### src/rtl/core/lsc_pkg.sv
// Shared constants, types and helpers for the lidar scan to cartesian block.
`timescale 1ns / 1ps
package lsc_pkg;

	localparam int MAX_POINTS = 1024;
	localparam int TRIG_FRAC  = 16;
	localparam int CNT_W      = $clog2(MAX_POINTS + 1);
	localparam int MAG_W      = TRIG_FRAC + 1;
	localparam int ANG_W      = 22;
	localparam int HEX_W      = 32;
	localparam int PNUM_W     = 10;
	localparam int COORD_W    = 17;
	localparam int TBA_W      = 8;
	localparam int Q_W        = 30;
	localparam int T_W        = 31;
	localparam int PX_W       = HEX_W + MAG_W;

	localparam logic [ANG_W-1:0] TURN    = 22'd3600000;
	localparam logic [ANG_W-1:0] QUARTER = 22'd900000;
	localparam logic [ANG_W-1:0] EIGHTH  = 22'd450000;
	localparam logic [ANG_W-1:0] HALF    = 22'd1800000;
	localparam logic [ANG_W-1:0] THREEQ  = 22'd2700000;
	localparam logic [32:0]      RAD_Q52 = 33'd7860264169;
	localparam logic [T_W-1:0]   Q30_ONE = 31'h4000_0000;
	localparam logic [15:0]      COORD_MAX = 16'hFFFF;

	localparam logic [7:0] CH_STX = 8'h02;
	localparam logic [7:0] CH_ETX = 8'h03;
	localparam logic [7:0] CH_SP  = 8'h20;

	localparam int SIN_N = 5;
	localparam int COS_N = 6;

	localparam logic [7:0] SIN_DIV [SIN_N] = '{8'd110, 8'd72, 8'd42, 8'd20, 8'd6};
	localparam logic [7:0] COS_DIV [COS_N] = '{8'd132, 8'd90, 8'd56, 8'd30, 8'd12, 8'd2};

	localparam logic [31:0] SIN_RCP [SIN_N] = '{
		32'(64'd4294967296 / 64'd110), 32'(64'd4294967296 / 64'd72),
		32'(64'd4294967296 / 64'd42), 32'(64'd4294967296 / 64'd20),
		32'(64'd4294967296 / 64'd6)};
	localparam logic [31:0] COS_RCP [COS_N] = '{
		32'(64'd4294967296 / 64'd132), 32'(64'd4294967296 / 64'd90),
		32'(64'd4294967296 / 64'd56), 32'(64'd4294967296 / 64'd30),
		32'(64'd4294967296 / 64'd12), 32'(64'd4294967296 / 64'd2)};

	typedef enum logic [1:0] {
		CFG_TBA   = 2'd0,
		CFG_FIRST = 2'd1,
		CFG_STEP  = 2'd2
	} cfg_idx_t;

	typedef enum logic [2:0] {
		PH_IDLE,
		PH_HEAD,
		PH_STEP,
		PH_COUNT,
		PH_GAP,
		PH_DIST,
		PH_DONE
	} phase_t;

	typedef struct packed {
		logic              valid;
		logic [HEX_W-1:0]  r;
		logic [ANG_W-1:0]  angle;
		logic [PNUM_W-1:0] pnum;
		logic              last;
	} launch_t;

	// round half up, saturate, then apply sign
	function automatic logic [COORD_W-1:0] project(input logic [PX_W-1:0] px, input logic neg);
		logic [PX_W:0]             sum;
		logic [PX_W-TRIG_FRAC:0]   m;
		logic [15:0]               sat;
		logic [COORD_W-1:0]        mag;
		sum = {1'b0, px} + ((PX_W+1)'(1) << (TRIG_FRAC - 1));
		m   = sum[PX_W:TRIG_FRAC];
		sat = (m > (PX_W-TRIG_FRAC+1)'(COORD_MAX)) ? COORD_MAX : m[15:0];
		mag = {1'b0, sat};
		return neg ? (~mag + 1'b1) : mag;
	endfunction

endpackage

### src/rtl/core/lsc_parser.sv
// Telegram tokenizer and hex field parser; launches one request per distance token.
`timescale 1ns / 1ps
module lsc_parser
	import lsc_pkg::*;
(
	input  logic             clk,
	input  logic             arst_n,
	input  logic             byte_v,
	input  logic [7:0]       byte_in,
	input  logic [TBA_W-1:0] tba,
	input  logic [ANG_W-1:0] first_angle,
	input  logic [ANG_W-1:0] angle_step,
	output launch_t          launch
);

	phase_t           phase_q, phase_d;
	logic [TBA_W-1:0] tok_q, tok_d;
	logic             in_tok_q, in_tok_d;
	logic [HEX_W-1:0] hex_q, hex_d;
	logic             stop_q, stop_d;
	logic [CNT_W-1:0] exp_q, exp_d;
	logic [CNT_W-1:0] pc_q, pc_d;
	logic [ANG_W-1:0] ang_q, ang_d;
	logic             fire;
	logic             is_digit;
	logic [3:0]       digit;
	logic [ANG_W-1:0] step_mod;
	logic [ANG_W:0]   ang_sum;
	logic [ANG_W-1:0] ang_next;
	logic [ANG_W:0]   first_wrap;
	logic [ANG_W-1:0] first_norm;
	logic [CNT_W-1:0] pc_inc;

	assign step_mod   = (angle_step >= TURN) ? angle_step - TURN : angle_step;
	assign ang_sum    = {1'b0, ang_q} + {1'b0, step_mod};
	assign ang_next   = (ang_sum >= {1'b0, TURN}) ? ANG_W'(ang_sum - {1'b0, TURN})
		: ang_sum[ANG_W-1:0];
	assign first_wrap = {first_angle[ANG_W-1], first_angle} + {1'b0, TURN};
	assign first_norm = first_angle[ANG_W-1] ? first_wrap[ANG_W-1:0] : first_angle;
	assign pc_inc     = pc_q + 1'b1;

	always_comb begin
		is_digit = 1'b1;
		digit    = 4'd0;
		if (byte_in >= "0" && byte_in <= "9") digit = 4'(byte_in - "0");
		else if (byte_in >= "A" && byte_in <= "F") digit = 4'(byte_in - "A" + 8'd10);
		else if (byte_in >= "a" && byte_in <= "f") digit = 4'(byte_in - "a" + 8'd10);
		else is_digit = 1'b0;
	end

	always_comb begin
		phase_d  = phase_q;
		tok_d    = tok_q;
		in_tok_d = in_tok_q;
		hex_d    = hex_q;
		stop_d   = stop_q;
		exp_d    = exp_q;
		pc_d     = pc_q;
		ang_d    = ang_q;
		fire     = 1'b0;
		if (byte_v) begin
			if (byte_in == CH_STX) begin
				phase_d  = PH_HEAD;
				tok_d    = '0;
				in_tok_d = 1'b0;
				hex_d    = '0;
				stop_d   = 1'b0;
			end else if (phase_q == PH_IDLE) begin
				phase_d = PH_IDLE;
			end else if (byte_in == CH_SP || byte_in == CH_ETX) begin
				if (in_tok_q) begin
					unique case (phase_q)
						PH_HEAD: begin
							if (tok_q == tba) phase_d = PH_STEP;
							else tok_d = tok_q + 1'b1;
						end
						PH_STEP: phase_d = PH_COUNT;
						PH_COUNT: begin
							exp_d   = (hex_q > HEX_W'(MAX_POINTS)) ? CNT_W'(MAX_POINTS)
								: hex_q[CNT_W-1:0];
							phase_d = PH_GAP;
						end
						PH_GAP: begin
							pc_d    = '0;
							ang_d   = first_norm;
							phase_d = (exp_q == '0) ? PH_DONE : PH_DIST;
						end
						PH_DIST: begin
							fire  = 1'b1;
							pc_d  = pc_inc;
							ang_d = ang_next;
							if (pc_inc >= exp_q) phase_d = PH_DONE;
						end
						default: phase_d = phase_q;
					endcase
				end
				in_tok_d = 1'b0;
				hex_d    = '0;
				stop_d   = 1'b0;
				if (byte_in == CH_ETX) phase_d = PH_IDLE;
			end else begin
				in_tok_d = 1'b1;
				if (phase_q != PH_DONE && !stop_q) begin
					if (!is_digit) stop_d = 1'b1;
					else if (hex_q > 32'h0FFF_FFFF) hex_d = '1;
					else hex_d = {hex_q[HEX_W-5:0], digit};
				end
			end
		end
	end

	always_ff @(posedge clk or negedge arst_n) begin
		if (!arst_n) begin
			phase_q  <= PH_IDLE;
			tok_q    <= '0;
			in_tok_q <= 1'b0;
			hex_q    <= '0;
			stop_q   <= 1'b0;
			exp_q    <= '0;
			pc_q     <= '0;
			ang_q    <= '0;
		end else begin
			phase_q  <= phase_d;
			tok_q    <= tok_d;
			in_tok_q <= in_tok_d;
			hex_q    <= hex_d;
			stop_q   <= stop_d;
			exp_q    <= exp_d;
			pc_q     <= pc_d;
			ang_q    <= ang_d;
		end
	end

	assign launch.valid = fire;
	assign launch.r     = hex_q;
	assign launch.angle = ang_q;
	assign launch.pnum  = PNUM_W'(pc_q);
	assign launch.last  = (pc_inc == exp_q);

endmodule

### config.mk
export PLATFORM = sky130hd
export DESIGN_NAME = lsc_parser
export DESIGN_NICKNAME = d
export VERILOG_FILES = /design/src/rtl/core/lsc_pkg.sv /design/src/rtl/core/lsc_parser.sv
export SDC_FILE = /design/constraint.sdc
export NUM_CORES = 1
export LEC_CHECK = 0
export BUFFER_PORTS_ARGS = -buffer_cell sky130_fd_sc_hd__clkbuf_2
export CORE_MARGIN = 3
export CORE_UTILIZATION = 45
export CTS_CLUSTER_SIZE = 16
export DETAILED_ROUTE_END_ITERATION = 10
export GPL_ROUTABILITY_DRIVEN = 0
export PLACE_DENSITY = 0.69
export SLEW_MARGIN = 10
export SYNTH_ARGS = -nofsm -noshare
export SYNTH_HDL_FRONTEND = slang
export SYNTH_SLANG_ARGS = --single-unit
### constraint.sdc
create_clock -name clk -period 3.9 [get_ports clk]
set_input_delay 1.17 -clock clk [delete_from_list [all_inputs] [get_ports clk]]
set_output_delay 1.17 -clock clk [all_outputs]
set_load 0.005 [all_outputs]
==> results.md <==
* Initial antenna violation count at 0
* WP buf/inv at 4
* Worst reg2reg endpoint: ang_q[13]
* Total power at 2.56 mW
* Synth Area per Inst at 8.08 um2
* Hold Path Depth at 2
* Post-synthesis sequential area ratio at 30.8%
* Clock buffer depth at 2
* Failing checks: setup timing
* Synth Cell Area at 0.00723 mm2
* Max_cap viols at 0
* Vias per inst at 5.51
* Syn Nets at 1006
* Initial Utilization at 46.7%
* Top-count cell post-synth: nand2_1
* Gr usage total at 23.5%
* Met2 wire length at 10900 um
* Die height at 133 um
* DPL Wire Length at 15800 um
* Crit. path cell count at 23
* Skew-Pair Late Insertion Delay at 0.34 ns
* Hold Crit Class: reg2reg
* WS Path Type: in2reg
* Fmax at 0.202 GHz
* Critical Path, Cell by Cell: buf_8, nand3_4, a21o_1, nand2b_1, nand4_1, a21oi_2, o211ai_1, nor2_1, xor2_1, ha_1, buf_6, a21oi_4, mux2i_1, o21ai_1, nor4_2, buf_4, nand2_4, a211oi_2, buf_4, o2111ai_4, a21o_4, or4b_1, and3_1
* Required @ worst endpoint at 4.13 ns
* Wirelength, routed at 21200 um
* Worst Setup End Kind: flop
* Die X at 133 um
* Main flop type after synthesis: dfrtp_1
* Worst Path Max Fanout at 7
* Commonest cells in the netlist: 114 x nand2_1, 89 x dfrtp_1, 86 x nor2_1
* Area leader, netlist: dfrtp_1
* Sw power at 0.743 mW
* CTS tree: done
* Hold Violations, Final at 0
* RR Startpoint: ang_q[0]
* Highest routed layer: met4
* WL per Instance at 15.5 um
* Leakage at 4.77 nW
* Met3 Wirelength at 903 um
* Clock Power Share at 36.4%
* Fin. max-slew vios at 0
* Worst Tran Pin Value at 0.684 ns
* Post-synth top area share at 30.8%
* Vias at 7537
* Min-delay src: exp_q[1]
* Diodes inserted at 0
* Maximum VDD drop at 242 uV
* Antenna-violating nets left at 0
* CP max stage cell: or4b_1
* Yosys cell types at 75
* CORE AREA at 0.0155 mm2
* Pre-Repair DR Iteration Count at 5
* Dpl ws at -1.54 ns
* Power per cell area at 255 mW/mm2
* Critical path's most frequent cell: buf_4
* Worst Path Arrival at 5.19 ns
* Fin crit period at 4.96 ns
* R2R depth at 13
* Worst path max stage delay at 0.50 ns
* Synth warnings at 0
* FFs w/ async S/R, synth at 100%
* Htree depth at 3
* Port Buf Inserts at 128
* Combinational power share at 25.1%
* #FFs+latches synth at 89
* Final cycle utilization of the critical path at 127%
* Clock Sinks at 89
* Final nets at 1264
* DR DRC count at 0
* Slew HR at 53.8%
* Final Setup Violations at 15
* Largest net degree at the start of global routing at 51
* Number of global-route vias before repair at 7405
* P&R area growth vs syn at 38.5%
* Worst setup margin at -1.06 ns
* CTS hold repair buffers at 0
* Ports at 129
* Met1 Wirelength at 8960 um
* Remaining global-route overflow at 0
* Sequential power share at 38.5%
* Root Buffer: clkbuf_16
* Clk_skew at 0.00845 ns
* TritonCTS Buffers at 9
* Switching portion of total power at 29.1%
* Share of post-route cells with drive strength above 1 at 33.7%
* Placed cell count at 1326
* DIE AREA at 0.0176 mm2
* Largest cells by area after synthesis: dfrtp_1 31%, ha_1 8.1%, nand2_1 5.9%, o21ai_0 4.6%, xnor2_1 4.6%
* Post-synth EDFFs at 0
* P_int at 1.81 mW
* Clk slew on worst S/H paths at 0.06 ns
* RSZ-0062 raised after global routing: yes
* Post-Syn Instances at 895
* Hold Path Sink: exp_q[1]
* Non-filler instance count after layout at 1369
* First-pass GRT wire length at 34800 um
* Worst path top cell family by delay: simple AND/OR/NAND/NOR gates
* Worst reg2reg setup slack at 0.01 ns
* Row cnt at 45
* Status: finished, violations left
* Initial drt markers at 377
* CP startpoint kind: input pin
==> cells by family (layout without fill, tap and decap cells) <==
family | Yosys count | count (layout) | share of synthesized area, %
adder cells (fa/ha/maj) | 48 | 48 | 8.41
AND/OR/NAND/NOR | 352 | 352 | 23.8
flip-flops | 89 | 89 | 30.8
XOR/XNOR | 65 | 65 | 8.13
multiplexers | 7 | 7 | 0.969
AO/OA/AOI/OAI | 245 | 245 | 22.5
buffers and inverters | 89 | 352 | 5.41
==> power groups by stage <==
stage	Clock [mW]	Combinational, mW	Sequential [mW]
2_1_floorplan	0	0.329	0.984
3_3_place_gp	0	0.557	1.00
3_5_place_dp	0	0.564	0.999
4_1_cts	0.950	0.610	0.983
5_1_grt	0.996	0.715	0.987
6_report	0.930	0.643	0.983
==> stage by stage <==
step,TNS (ns),area (um2),util (%),hold WS (ns)
floorplan,-13.46,7350,-,0.471
global placement,-19.86,9090,58.7,0.489
detailed placement,-21.65,9090,58.7,0.492
CTS,-12.45,9790,63.3,0.506
global route,-17.22,10000,64.7,0.535
finish,-13.63,10000,64.7,0.504
==> worst min-delay path, stage by stage, from the launching register on <==
cell	delay (ns)
dfrtp_1	0.36
nand2_1	0.06
o31ai_1	0.05
==> how the worst max path moves through the flow <==
| stage | start | to | slack, ns |
|---|---|---|---|
| floorplan | angle_step[9] | ang_q[10] | -1.07 |
| global placement | angle_step[9] | ang_q[13] | -1.42 |
| detailed placement | angle_step[10] | ang_q[13] | -1.54 |
| CTS | angle_step[9] | ang_q[13] | -0.95 |
| global route | angle_step[9] | ang_q[13] | -1.30 |
| finish | angle_step[9] | ang_q[13] | -1.06 |
==> cell usage in the layout, fill, tap and decap left out, drive strengths merged, types with 25 or more instances in the layout <==
| cell | netlist | routed |
|---|---|---|
| buf | 20 | 175 |
| clkbuf | 31 | 132 |
| nand2 | 114 | 114 |
| dfrtp | 89 | 89 |
| nor2 | 86 | 86 |
| o21ai | 69 | 69 |
| a21oi | 61 | 61 |
| ha | 47 | 47 |
| inv | 38 | 40 |
| xnor2 | 39 | 39 |
| xor2 | 26 | 26 |
| nand3 | 25 | 25 |
==> state kept, by name, indices dropped and copies added, names as in the netlist <==
register	count
exp_q	11
pc_q	11
tok_q	8
in_tok_q	1
ang_q	22
stop_q	1
phase_q	3
hex_q	32
==> routing by layer <==
layer  track usage [%]  vias to the layer above
li1                  -                     3745
met1              29.7                     3567
met2              42.1                      194
met3              3.00                       31
met4              6.24                        0
met5                 0                        -
==> repair_timing <==
action / CTS / global route
setup buffers: 22 / 8
setup endpoints to repair: 16 / 17
pin swaps: 26 / 33
hold endpoints to repair: 0 / 0
resized for setup: 45 / 39
==> cell type report <==
| type | instances | area (um2) |
|---|---|---|
| Clock inverter | 7 | 92.6 |
| Fill cell | 1345 | 5470 |
| Tap cell | 211 | 264 |
| Inverter | 38 | 143 |
| Clock buffer | 9 | 225 |
| Timing Repair Buffer | 298 | 2000 |
| Multi-Input combinational cell | 717 | 5060 |
| Sequential cell | 89 | 2230 |
No activity file was read; power rests on OpenSTA's default activity.
